[config.mk]
export PLATFORM = sky130hd
export DESIGN_NAME = md5_message_digest
export DESIGN_NICKNAME = d
export VERILOG_FILES = /design/src/md5_pkg.sv /design/src/md5_round.sv /design/src/md5_block_mem.sv /design/src/md5_message_digest.sv
export SDC_FILE = /design/constraint.sdc
export NUM_CORES = 2
export LEC_CHECK = 0
export BUFFER_PORTS_ARGS = -buffer_cell sky130_fd_sc_hd__buf_2
export CAP_MARGIN = 20
export CELL_PAD_IN_SITES_DETAIL_PLACEMENT = 0
export CELL_PAD_IN_SITES_GLOBAL_PLACEMENT = 1
export CORE_AREA = 2 2 326 328
export CTS_BUF_LIST = sky130_fd_sc_hd__clkbuf_8
export DETAILED_ROUTE_END_ITERATION = 12
export DIE_AREA = 0 0 328 330
export PLACE_DENSITY_LB_ADDON = 0.3
export SYNTH_ARGS = -nofsm -noshare
export SYNTH_HDL_FRONTEND = slang
export SYNTH_HIERARCHICAL = 1
export SYNTH_SLANG_ARGS = --single-unit
[constraint.sdc]
create_clock -name i_clk -period 13.2 [get_ports i_clk]
set_input_delay 2.64 -clock i_clk [delete_from_list [all_inputs] [get_ports i_clk]]
set_output_delay 2.64 -clock i_clk [all_outputs]
set_load 0.005 [all_outputs]
[src/md5_pkg.sv]
// Package for the MD5 digest block: round constants, rotation amounts and
// shared types. No dependencies.
`default_nettype none
package md5_pkg;

    localparam logic [31:0] C_INIT_A = 32'h67452301;
    localparam logic [31:0] C_INIT_B = 32'hefcdab89;
    localparam logic [31:0] C_INIT_C = 32'h98badcfe;
    localparam logic [31:0] C_INIT_D = 32'h10325476;
    localparam logic [7:0]  C_PAD_BYTE = 8'b10000000;
    localparam logic [5:0]  C_LEN_POS = 6'd56;

    typedef logic [31:0] t_word;

    // Write request to the block memory.
    typedef struct packed {
        logic       en;
        logic [3:0] addr;
        t_word      data;
    } t_mem_wr;

    function automatic t_word sine_k(input logic [5:0] i);
        t_word k;
        unique case (i)
            6'd0:  k = 32'hd76aa478; 6'd1:  k = 32'he8c7b756;
            6'd2:  k = 32'h242070db; 6'd3:  k = 32'hc1bdceee;
            6'd4:  k = 32'hf57c0faf; 6'd5:  k = 32'h4787c62a;
            6'd6:  k = 32'ha8304613; 6'd7:  k = 32'hfd469501;
            6'd8:  k = 32'h698098d8; 6'd9:  k = 32'h8b44f7af;
            6'd10: k = 32'hffff5bb1; 6'd11: k = 32'h895cd7be;
            6'd12: k = 32'h6b901122; 6'd13: k = 32'hfd987193;
            6'd14: k = 32'ha679438e; 6'd15: k = 32'h49b40821;
            6'd16: k = 32'hf61e2562; 6'd17: k = 32'hc040b340;
            6'd18: k = 32'h265e5a51; 6'd19: k = 32'he9b6c7aa;
            6'd20: k = 32'hd62f105d; 6'd21: k = 32'h02441453;
            6'd22: k = 32'hd8a1e681; 6'd23: k = 32'he7d3fbc8;
            6'd24: k = 32'h21e1cde6; 6'd25: k = 32'hc33707d6;
            6'd26: k = 32'hf4d50d87; 6'd27: k = 32'h455a14ed;
            6'd28: k = 32'ha9e3e905; 6'd29: k = 32'hfcefa3f8;
            6'd30: k = 32'h676f02d9; 6'd31: k = 32'h8d2a4c8a;
            6'd32: k = 32'hfffa3942; 6'd33: k = 32'h8771f681;
            6'd34: k = 32'h6d9d6122; 6'd35: k = 32'hfde5380c;
            6'd36: k = 32'ha4beea44; 6'd37: k = 32'h4bdecfa9;
            6'd38: k = 32'hf6bb4b60; 6'd39: k = 32'hbebfbc70;
            6'd40: k = 32'h289b7ec6; 6'd41: k = 32'heaa127fa;
            6'd42: k = 32'hd4ef3085; 6'd43: k = 32'h04881d05;
            6'd44: k = 32'hd9d4d039; 6'd45: k = 32'he6db99e5;
            6'd46: k = 32'h1fa27cf8; 6'd47: k = 32'hc4ac5665;
            6'd48: k = 32'hf4292244; 6'd49: k = 32'h432aff97;
            6'd50: k = 32'hab9423a7; 6'd51: k = 32'hfc93a039;
            6'd52: k = 32'h655b59c3; 6'd53: k = 32'h8f0ccc92;
            6'd54: k = 32'hffeff47d; 6'd55: k = 32'h85845dd1;
            6'd56: k = 32'h6fa87e4f; 6'd57: k = 32'hfe2ce6e0;
            6'd58: k = 32'ha3014314; 6'd59: k = 32'h4e0811a1;
            6'd60: k = 32'hf7537e82; 6'd61: k = 32'hbd3af235;
            6'd62: k = 32'h2ad7d2bb; default: k = 32'heb86d391;
        endcase
        return k;
    endfunction

    function automatic logic [4:0] rot_s(input logic [5:0] i);
        logic [4:0] s;
        unique case ({i[5:4], i[1:0]})
            4'd0:  s = 5'd7;  4'd1:  s = 5'd12; 4'd2:  s = 5'd17; 4'd3:  s = 5'd22;
            4'd4:  s = 5'd5;  4'd5:  s = 5'd9;  4'd6:  s = 5'd14; 4'd7:  s = 5'd20;
            4'd8:  s = 5'd4;  4'd9:  s = 5'd11; 4'd10: s = 5'd16; 4'd11: s = 5'd23;
            4'd12: s = 5'd6;  4'd13: s = 5'd10; 4'd14: s = 5'd15; default: s = 5'd21;
        endcase
        return s;
    endfunction

    // Message word used by round step i.
    function automatic logic [3:0] msg_idx(input logic [5:0] i);
        logic [3:0] g;
        unique case (i[5:4])
            2'd0: g = i[3:0];
            2'd1: g = 4'(5 * i[3:0] + 1);
            2'd2: g = 4'(3 * i[3:0] + 5);
            default: g = 4'(7 * i[3:0]);
        endcase
        return g;
    endfunction

endpackage
`default_nettype wire

[src/md5_round.sv]
// One MD5 round step per cycle while i_step is high, over the working registers a..d.
// Depends on md5_pkg.
`default_nettype none
module md5_round (
    input  wire             i_clk,
    input  wire             i_load,
    input  md5_pkg::t_word  i_a,
    input  md5_pkg::t_word  i_b,
    input  md5_pkg::t_word  i_c,
    input  md5_pkg::t_word  i_d,
    input  wire             i_step,
    input  wire [5:0]       i_idx,
    input  md5_pkg::t_word  i_m,
    output md5_pkg::t_word  o_a,
    output md5_pkg::t_word  o_b,
    output md5_pkg::t_word  o_c,
    output md5_pkg::t_word  o_d
);
    import md5_pkg::*;

    t_word r_a, r_b, r_c, r_d;
    t_word f, t, rot;
    logic [4:0] s;

    always_comb begin
        unique case (i_idx[5:4])
            2'd0: f = (r_b & r_c) | (~r_b & r_d);
            2'd1: f = (r_b & r_d) | (r_c & ~r_d);
            2'd2: f = r_b ^ r_c ^ r_d;
            default: f = r_c ^ (r_b | ~r_d);
        endcase
        t = r_a + f + i_m + sine_k(i_idx);
        s = rot_s(i_idx);
        rot = (t << s) | (t >> (6'd32 - {1'b0, s}));
    end

    always_ff @(posedge i_clk) begin
        if (i_load) begin
            r_a <= i_a; r_b <= i_b; r_c <= i_c; r_d <= i_d;
        end else if (i_step) begin
            r_a <= r_d; r_d <= r_c; r_c <= r_b; r_b <= r_b + rot;
        end
    end

    assign o_a = r_a;
    assign o_b = r_b;
    assign o_c = r_c;
    assign o_d = r_d;
endmodule
`default_nettype wire

[src/md5_block_mem.sv]
// The 16-word message block memory, with a registered (synchronous) read.
// Depends on md5_pkg.
`default_nettype none
module md5_block_mem (
    input  wire              i_clk,
    input  md5_pkg::t_mem_wr i_wr,
    input  wire [3:0]        i_raddr,
    output md5_pkg::t_word   o_rdata
);
    import md5_pkg::*;

    t_word mem [16];
    t_word r_rdata;

    always_ff @(posedge i_clk) begin
        if (i_wr.en) begin
            mem[i_wr.addr] <= i_wr.data;
        end
        r_rdata <= mem[i_raddr];
    end

    assign o_rdata = r_rdata;
endmodule
`default_nettype wire

[src/md5_message_digest.sv]
// MD5 digest top level: byte packing, padding sequencer, round control, output.
// Depends on md5_pkg, md5_block_mem and md5_round.
//
//  channel | direction | ports
//  in      | sink      | i_valid, o_ready, i_data_byte, i_has_byte, i_end_of_message
//  out     | source    | o_valid, i_ready, o_digest_word, o_word_index, o_last_word
//
// A byte is accepted in idle and packed into a holding word in the byte state,
// and no new byte is taken until then; every fourth byte writes that word to
// the block memory. The round unit runs one step a cycle over a full block,
// after a memory prefetch, and ends with the final chaining add.
// The end marker pads one byte a cycle and may run two blocks, then the four
// words leave from the chaining registers, one per accepted word.
// Reset restores the chaining constants; the block memory is not cleared.
`default_nettype none
module md5_message_digest (
    input  wire         i_clk,
    input  wire         i_rst_n,
    input  wire         i_valid,
    output logic        o_ready,
    input  wire  [7:0]  i_data_byte,
    input  wire         i_has_byte,
    input  wire         i_end_of_message,
    output logic        o_valid,
    input  wire         i_ready,
    output logic [31:0] o_digest_word,
    output logic [1:0]  o_word_index,
    output logic        o_last_word
);
    import md5_pkg::*;

    typedef enum logic [6:0] {
        S_IDLE  = 7'b0000001,
        S_BYTE  = 7'b0000010,
        S_PAD   = 7'b0000100,
        S_LEN   = 7'b0001000,
        S_ROUND = 7'b0010000,
        S_ADD   = 7'b0100000,
        S_OUT   = 7'b1000000
    } t_state;

    t_state      r_state, n_state;
    t_word       r_ch [4];
    logic [5:0]  r_fill;
    logic [63:0] r_bits;
    t_word       r_hold;
    logic [7:0]  r_byte;
    logic        r_fin, r_lenhi;
    logic [6:0]  r_step;
    logic [1:0]  r_oidx;

    t_mem_wr     wr;
    logic [3:0]  raddr;
    t_word       rdata;
    t_word       wa, wb, wc, wd;
    logic        rload, rstep;
    t_word       packed_w;

    md5_block_mem u_mem (.i_clk(i_clk), .i_wr(wr), .i_raddr(raddr), .o_rdata(rdata));
    md5_round u_round (
        .i_clk(i_clk), .i_load(rload), .i_a(r_ch[0]), .i_b(r_ch[1]), .i_c(r_ch[2]),
        .i_d(r_ch[3]), .i_step(rstep), .i_idx(r_step[5:0] - 6'd1), .i_m(rdata),
        .o_a(wa), .o_b(wb), .o_c(wc), .o_d(wd)
    );

    assign o_ready = (r_state == S_IDLE);

    always_comb begin
        unique case (r_fill[1:0])
            2'd0: packed_w = {24'd0, r_byte};
            2'd1: packed_w = {16'd0, r_byte, r_hold[7:0]};
            2'd2: packed_w = {8'd0, r_byte, r_hold[15:0]};
            default: packed_w = {r_byte, r_hold[23:0]};
        endcase
    end

    // r_step 0 presents address of step 0; step k of the round uses the read
    // data whose address was issued in the cycle before.
    always_comb begin
        wr = '0;
        rload = 1'b0;
        rstep = 1'b0;
        raddr = msg_idx(r_step[5:0]);
        n_state = r_state;
        unique case (r_state)
            S_IDLE: begin
                if (i_valid && i_has_byte) begin
                    n_state = S_BYTE;
                end else if (i_valid && i_end_of_message) begin
                    n_state = S_PAD;
                end
            end
            S_BYTE, S_PAD: begin
                wr.en = (r_fill[1:0] == 2'd3);
                wr.addr = r_fill[5:2];
                wr.data = packed_w;
                if (r_fill == 6'd63) begin
                    n_state = S_ROUND;
                    rload = 1'b1;
                end else if (r_state == S_BYTE) begin
                    n_state = r_fin ? S_PAD : S_IDLE;
                end else if (r_fill == C_LEN_POS - 6'd1) begin
                    n_state = S_LEN;
                end
            end
            S_LEN: begin
                wr.en = 1'b1;
                wr.addr = r_lenhi ? 4'd15 : 4'd14;
                wr.data = r_lenhi ? r_bits[63:32] : r_bits[31:0];
                if (r_lenhi) begin
                    n_state = S_ROUND;
                    rload = 1'b1;
                end
            end
            S_ROUND: begin
                rstep = (r_step != 7'd0);
                if (r_step == 7'd64) begin
                    n_state = S_ADD;
                end
            end
            S_ADD: begin
                if (!r_fin) begin
                    n_state = S_IDLE;
                end else if (r_lenhi) begin
                    n_state = S_OUT;
                end else begin
                    n_state = S_PAD;
                end
            end
            S_OUT: begin
                if (i_ready && r_oidx == 2'd3) begin
                    n_state = S_IDLE;
                end
            end
            default: n_state = S_IDLE;
        endcase
    end

    always_ff @(posedge i_clk) begin
        if (!i_rst_n) begin
            r_state <= S_IDLE;
            r_ch[0] <= C_INIT_A; r_ch[1] <= C_INIT_B;
            r_ch[2] <= C_INIT_C; r_ch[3] <= C_INIT_D;
            r_fill <= '0;
            r_bits <= '0;
            r_fin <= 1'b0;
            r_lenhi <= 1'b0;
            r_step <= '0;
            r_oidx <= '0;
        end else begin
            r_state <= n_state;
            unique case (r_state)
                S_IDLE: begin
                    r_fin <= i_end_of_message;
                    r_lenhi <= 1'b0;
                    r_byte <= i_has_byte ? i_data_byte : C_PAD_BYTE;
                    if (i_valid && i_has_byte) begin
                        r_bits <= r_bits + 64'd8;
                    end
                end
                S_BYTE, S_PAD: begin
                    r_hold <= packed_w;
                    r_fill <= r_fill + 6'd1;
                    r_step <= '0;
                    // After the marker byte every further pad byte is zero.
                    r_byte <= (r_state == S_BYTE) ? C_PAD_BYTE : 8'd0;
                end
                S_LEN: begin
                    r_lenhi <= 1'b1;
                    r_step <= '0;
                end
                S_ROUND: begin
                    r_step <= r_step + 7'd1;
                end
                S_ADD: begin
                    r_ch[0] <= r_ch[0] + wa; r_ch[1] <= r_ch[1] + wb;
                    r_ch[2] <= r_ch[2] + wc; r_ch[3] <= r_ch[3] + wd;
                    r_fill <= '0;
                    r_oidx <= '0;
                end
                S_OUT: begin
                    if (i_ready) begin
                        r_oidx <= r_oidx + 2'd1;
                        if (r_oidx == 2'd3) begin
                            r_ch[0] <= C_INIT_A; r_ch[1] <= C_INIT_B;
                            r_ch[2] <= C_INIT_C; r_ch[3] <= C_INIT_D;
                            r_bits <= '0;
                            r_fill <= '0;
                            r_fin <= 1'b0;
                        end
                    end
                end
                default: ;
            endcase
        end
    end

    assign o_valid = (r_state == S_OUT);
    assign o_digest_word = r_ch[r_oidx];
    assign o_word_index = r_oidx;
    assign o_last_word = (r_oidx == 2'd3);

    a_ready_idle: assert property (@(posedge i_clk) disable iff (!i_rst_n)
        o_ready |-> !o_valid) else $error("input taken during output");
    a_round_len: assert property (@(posedge i_clk) disable iff (!i_rst_n)
        (r_state == S_ADD) |-> $past(r_step) == 7'd64) else $error("short round");
    a_out_hold: assert property (@(posedge i_clk) disable iff (!i_rst_n)
        (o_valid && !i_ready) |=> o_valid && $stable(o_word_index))
        else $error("digest word dropped");
endmodule
`default_nettype wire
== Word-level counts from Yosys, hierarchy flattened ==
Memories as Yosys holds them, arrays and structs flattened. A register that Yosys moved wholly into a read port is not among the register bits.
Cells that the tools add are included.
Storage, ports and cells
  word-level logic and storage cells: 176
  bits in read-only memories: 2128
  input bits: 14
  memories: 4
  output and inout bits: 37
  flip-flop bits (word level): 248
  bits in writable memories: 640
Operators by class
  bitwise gates (word level): 21
  shift-type cells: 2
  $add $sub $neg: 16
  muxes and demuxes: 68
  eq/ne operators: 26
  multiply operators: 3
  reduce and logical (&&, ||, !) cells: 23
Memories
  (no name shown): words 64, bits a word 32, rd ports 1, clocked after Yosys merged registers in 0, wr ports 0, RTL line md5_pkg.sv:24  | unique case (i)
  u_mem.mem: words 16, bits a word 32, rd ports 1, clocked after Yosys merged registers in 1, wr ports 1, RTL line md5_block_mem.sv:12  | t_word mem [16];
  r_ch: words 4, bits a word 32, rd ports 5, clocked after Yosys merged registers in 1, wr ports 4, RTL line md5_message_digest.sv:43  | t_word r_ch [4];
  (no name shown): words 16, bits a word 5, rd ports 1, clocked after Yosys merged registers in 0, wr ports 0, RTL line md5_pkg.sv:63  | unique case ({i[5:4], i[1:0]})
Operators by type and width (number)
  32-bit 2-to-1 mux: 17
  32-bit adder: 8
  64-bit 2-to-1 mux: 3
  32-bit case mux with 3 select lines: 2
  32-bit AND: 4
  32-bit OR: 4
  64-bit case mux with 2 select lines: 1
  32-bit XOR: 3
  37-bit case mux with 2 select lines: 1
  7-bit 2-to-1 mux: 10
  64-bit by 4-bit adder with 64-bit output, second input constant: 1
  32-bit inverter: 2
  7-bit case mux with 6 select lines: 1
  32-bit by 5-bit << shifter with 32-bit output: 1
  32-bit by 6-bit right shift with 32-bit output: 1
  6-bit case mux with 3 select lines: 1
  1-bit 2-to-1 mux: 17
  8-bit 2-to-1 mux: 2
  8-bit case mux with 2 select lines: 1
  7-bit equality test, second input constant: 2
  7-bit case mux with 2 select lines: 1
  6-bit equality test, second input constant: 2
  6-bit 2-to-1 mux: 2
  4-bit case mux with 3 select lines: 1
  other kinds (37): 71

== Logic depth before layout (Yosys ltp) ==
  depth in word-level cells: 12
  depth in mapped cells: 45

== By module ==
Netlist, hierarchy kept.
By module, submodules not included
  md5_block_mem: instances 1, cells each 838, area an instance 19835.3 µm²
  md5_round: instances 1, cells each 2352, area an instance 18720.5 µm²
  md5_message_digest: instances 1, cells each 2026, area an instance 17682.0 µm²

== Worst setup path before layout ==
No wires, ideal clock.
  kind: reg2reg
  start point: register r_step[0]
  end point: register u_round.r_b[31], in the netlist u_round/o_b[31], data pin
  clock period less this slack: 10.151 ns
  setup slack: 3.049 ns
  library setup time: 0.261 ns
  stages on the path, launching flop included: 42
  arrival time: 9.890 ns
  cell sequence: dfxtp_1 > clkbuf_1 > inv_1 > ha_1 > nand2_1 > xnor2_1 > clkbuf_1 > clkbuf_1 > clkbuf_1 > clkbuf_1 > clkbuf_1 > o21ai_0 > o211ai_1 > o211ai_1 > fa_1 > fa_1 > inv_1 > ha_1 > (+6 left out) > mux2i_1 > nor3_1 > mux2_2 > mux2_2 > mux2_2 > o21ai_0 > ha_1 > a211oi_1 > o21ai_0 > and3b_1 > a211oi_1 > a311oi_1 > a311o_1 > o41ai_1 > o21ai_0 > o2111ai_1 > o311a_1 > nand3_1
On the way
  longest elaborated chain between the ends: 11
RTL lines
  start: declaration: RTL line md5_message_digest.sv:49  | logic [6:0] r_step;
  start signal: assignment: RTL line md5_message_digest.sv:173  | r_step <= r_step + 7'd1;
  6-bit by 1-bit subtractor with 6-bit output (*): RTL line md5_message_digest.sv:62  | .i_d(r_ch[3]), .i_step(rstep), .i_idx(r_step[5:0] - 6'd1), .i_m(rdata),
  2-bit equality test (tied with other cells): RTL line md5_round.sv:26  | unique case (i_idx[5:4])
  32-bit case mux with 3 select lines: RTL line md5_round.sv:26
  32-bit adder (3 in a row): RTL line md5_round.sv:32  | t = r_a + f + i_m + sine_k(i_idx);
  32-bit by 6-bit right shift with 32-bit output or 32-bit by 5-bit << shifter with 32-bit output (tied branches): RTL line md5_round.sv:34  | rot = (t << s) | (t >> (6'd32 - {1'b0, s}));
  32-bit OR (*): RTL line md5_round.sv:34
  32-bit adder (*): RTL line md5_round.sv:41  | r_a <= r_d; r_d <= r_c; r_c <= r_b; r_b <= r_b + rot;
  32-bit 2-to-1 mux (*): RTL line md5_round.sv:40  | end else if (i_step) begin
  32-bit 2-to-1 mux (*): RTL line md5_round.sv:38  | if (i_load) begin
  end signal: assignment: RTL line md5_round.sv:39  | r_a <= i_a; r_b <= i_b; r_c <= i_c; r_d <= i_d;
  end signal: assignment: RTL line md5_round.sv:41
  end: declaration: RTL line md5_round.sv:21  | t_word r_a, r_b, r_c, r_d;
Every way passes the cells marked *; elsewhere a longest branch is shown, timed or not. The select of a mux whose other input is x is not followed.
A chain may end at the register's enable or synchronous reset.

== Worst setup path after layout ==
  start point: register r_step[2]
  end point: register u_round.r_b[31], in the netlist u_round/o_b[31], data pin
Same word-level chain as after synthesis.

==> results.md <==
- Util after Layout: 58.6%
- Vias per cell: 6.50
- Pleak: 21.6 nW
- Vias: 43900
- Largest family of logic cells by synthesized area: compound AO/OA/AOI/OAI gates
- Clk_lat worst skew: 0.85 ns
- Comb power frac: 6.5%
- Reg power frac: 51.8%
- Post-synth ARST share: 0%
- Initial drt markers: 5408
- Clock Skew: 0.0569 ns
- Num CTS Buffers: 150
- Crit path kind: reg -> reg
- Synth cell count leaders: edfxtp_1, nand2_1, nor2_1
- RD Place Congestion: 1.01
- Clk network pwr share: 41.7%
- Synth Area per Inst: 10.8 µm²
- Unique masters post-synth: 106
- DR WL/cell: 26.8 µm
- Area Growth Syn to Fin: 8.98%
- Area leader, netlist: edfxtp_1
- Yosys warning count: 6
- Compound-gate portion of the synthesized area: 16.1%
- Placeable Area: 0.105 mm²
- Share of layout cells above drive strength 1: 14.2%
- Final nets: 5546
- CTS tree: built
- Crit path largest cell delay: 0.68 ns
- Post-synth EDFFs: 736
- Pwr dens: 99.5 mW/mm²
- Crit path max fanout: 13
- # hold bufs at CTS: 0
- Aggregate global-route resource usage: 33.0%
- Post-synth top area share: 39.3%
- Switching share of power: 24.3%
- Site Rows: 119
- IO Count: 51
- Final min period: 11.64 ns
- DRC Markers: 0
- Pre-antenna DRT Iters: 6
- Required time of the worst setup path: 13.89 ns
- Netlist Area Pre-Place: 0.0562 mm²
- Clock Path Buffers: 3
- Die Y: 330 µm
- IO Port Bufs: 50
- Slew HR: 26.1%
- Sw Pwr: 1.48 mW
- Dpl cell area: 0.0582 mm²
- Reg-to-reg slack, setup: 1.56 ns
- Die W: 328 µm
- Actual slew at the worst max-slew pin: 1.11 ns
- Cells after synthesis: 5216
- Post-route worst setup slack: 1.56 ns
- CTS clk-pin slew, worst paths: 0.07 ns
- Status: finished, final reports clean
- Critical path launch point type: register
- Post-synthesis mux area share: 11.1%
- Antenna-violating nets left: 0
- Final hold viol count: 0
- Met1 WL: 73.0 mm
- XOR/XNOR share of the synthesized area: 3.94%
- Dpl ws: 1.84 ns
- Remaining Overflow, GRT: 0
- Final Cell Area: 0.0613 mm²
- CTS sink cnt: 919
- Largest net degree at the start of global routing: 123
- Post-Synth Simple-Gate Area: 11.8%
- Worst setup EP type: register
- First-pass GRT wire length: 266 mm
- Worst VDD drop: 0.000104 V
- Worst Hold Class: reg -> reg
- Ys flop type: edfxtp_1
- Int Pwr: 4.61 mW
- MaxCap Viol Count: 0
- RSZ-0062 raised after global routing: false
- Maximum clock frequency: 85.9 MHz
- Synthesized Nets: 5526
- Top Metal Used: met4
- Clk root buf: clkbuf_8
- # Post-CTS Setup Buffers: 0
- Routed met3 length: 16.0 mm
- Final critical-path share of the clock period: 88.2%
- Final-report setup violation count: 0
- Most numerous cell in the Yosys netlist: edfxtp_1
- Initial Util: 53.7%
- Setup_tns: 0 ns
- Initial antenna violation count: 2
- CP max-delay cell: nor2_2
- Die ar.: 0.108 mm²
- Top cells by area, synth: edfxtp_1, mux4_2, dfxtp_1
- Synth Register Bits: 919
- Final Max Slew Viols: 0
- WL met2: 84.0 mm
- WL final: 181 mm
- Post-DP HPWL: 127 mm
- Vias in the first global route: 41300
- Sequential area share after synthesis: 45.8%
- Adder-cell area share of the yosys netlist: 7.72%
- Cts repair resizes: 0
- CP Data Arrival Time: 12.33 ns
- H-tree levels: 4
[flip-flops by register name, indices dropped and copies added, names as in the netlist, 7 cells and up, named ones only]
register       flops
u_mem/o_rdata     32
r_hold            24
u_mem/mem        512
r_ch             128
r_byte             8
u_round/o_c       32
r_state            7
u_round/o_b       32
u_round/o_d       32
r_bits            61
u_round/o_a       32
r_step             7
[worst max-delay path: cells and delay by family, from the launching register on]
family,cells,cell delay (ns)
flops,1,0.55
xor+xnor,2,0.43
mux,4,1.05
compound gates,14,4.58
buf+inv,3,0.36
fa+ha+maj,5,2.08
simple gates,9,2.37
[per-layer routing]
layer	up-vias	track usage (%)
met4	0	14.5
li1	19700	-
met3	387	5.54
met5	-	0
met2	2252	52.4
met1	21500	44.9
[final timing paths]
| path | startpoint | cells after the start | to |
|---|---|---|---|
| worst max-delay path | r_step[2] | 37 | u_round/o_b[31] |
| worst min-delay path | r_ch[3][13] | 2 | r_ch[3][13] |
| worst max register to register | r_step[2] | 37 | u_round/o_b[31] |
| worst min register to register | r_ch[3][13] | 2 | r_ch[3][13] |
[through the flow]
stage | hold slack, ns | cells | total power, mW
global placement | 0.471 | 6472 | 3.60
CTS | 0.488 | 6750 | 6.13
global route | 0.514 | 6754 | 6.29
finish | 0.490 | 6754 | 6.10
floorplan | 0.451 | 5216 | 3.48
detailed placement | 0.482 | 6473 | 3.60
[final cells by class]
cell class / instances / area [µm²]
fill: 8718 / 43400
multi-input combinational: 3798 / 28800
sequential: 919 / 25800
clock buffer: 166 / 2280
tap: 1391 / 1740
timing repair buffer: 156 / 1100
inverter: 211 / 792
clock inverter: 111 / 788
antenna: 2 / 5.00
[cells in the final DEF (no fill, tap or decap), types with 167 or more instances in the layout]
cell type / n
nand2_1: 538
edfxtp_1: 736
nor2_1: 357
dfxtp_1: 181
ha_1: 227
o21ai_0: 333
mux4_2: 183
inv_1: 263
a21oi_1: 372
clkbuf_8: 167
[power groups by stage]
stage          clock network, mW  registers (mW)  logic (mW)
2_1_floorplan                  0            3.21       0.269
3_3_place_gp                   0            3.22       0.386
3_5_place_dp                   0            3.22       0.388
4_1_cts                     2.58            3.16       0.390
5_1_grt                     2.71            3.16       0.429
6_report                    2.54            3.16       0.396
[logic make-up (layout without fill, tap and decap cells)]
family	after synthesis	after routing
buffers and inverters	499	644
AO/OA/AOI/OAI	1406	1406
adder cells (fa/ha/maj)	308	308
XOR/XNOR	252	252
AND/OR/NAND/NOR	1450	1450
multiplexers	382	382
other	0	2
flip-flops	919	919
Note: power is estimated with default switching activity, not from simulation.
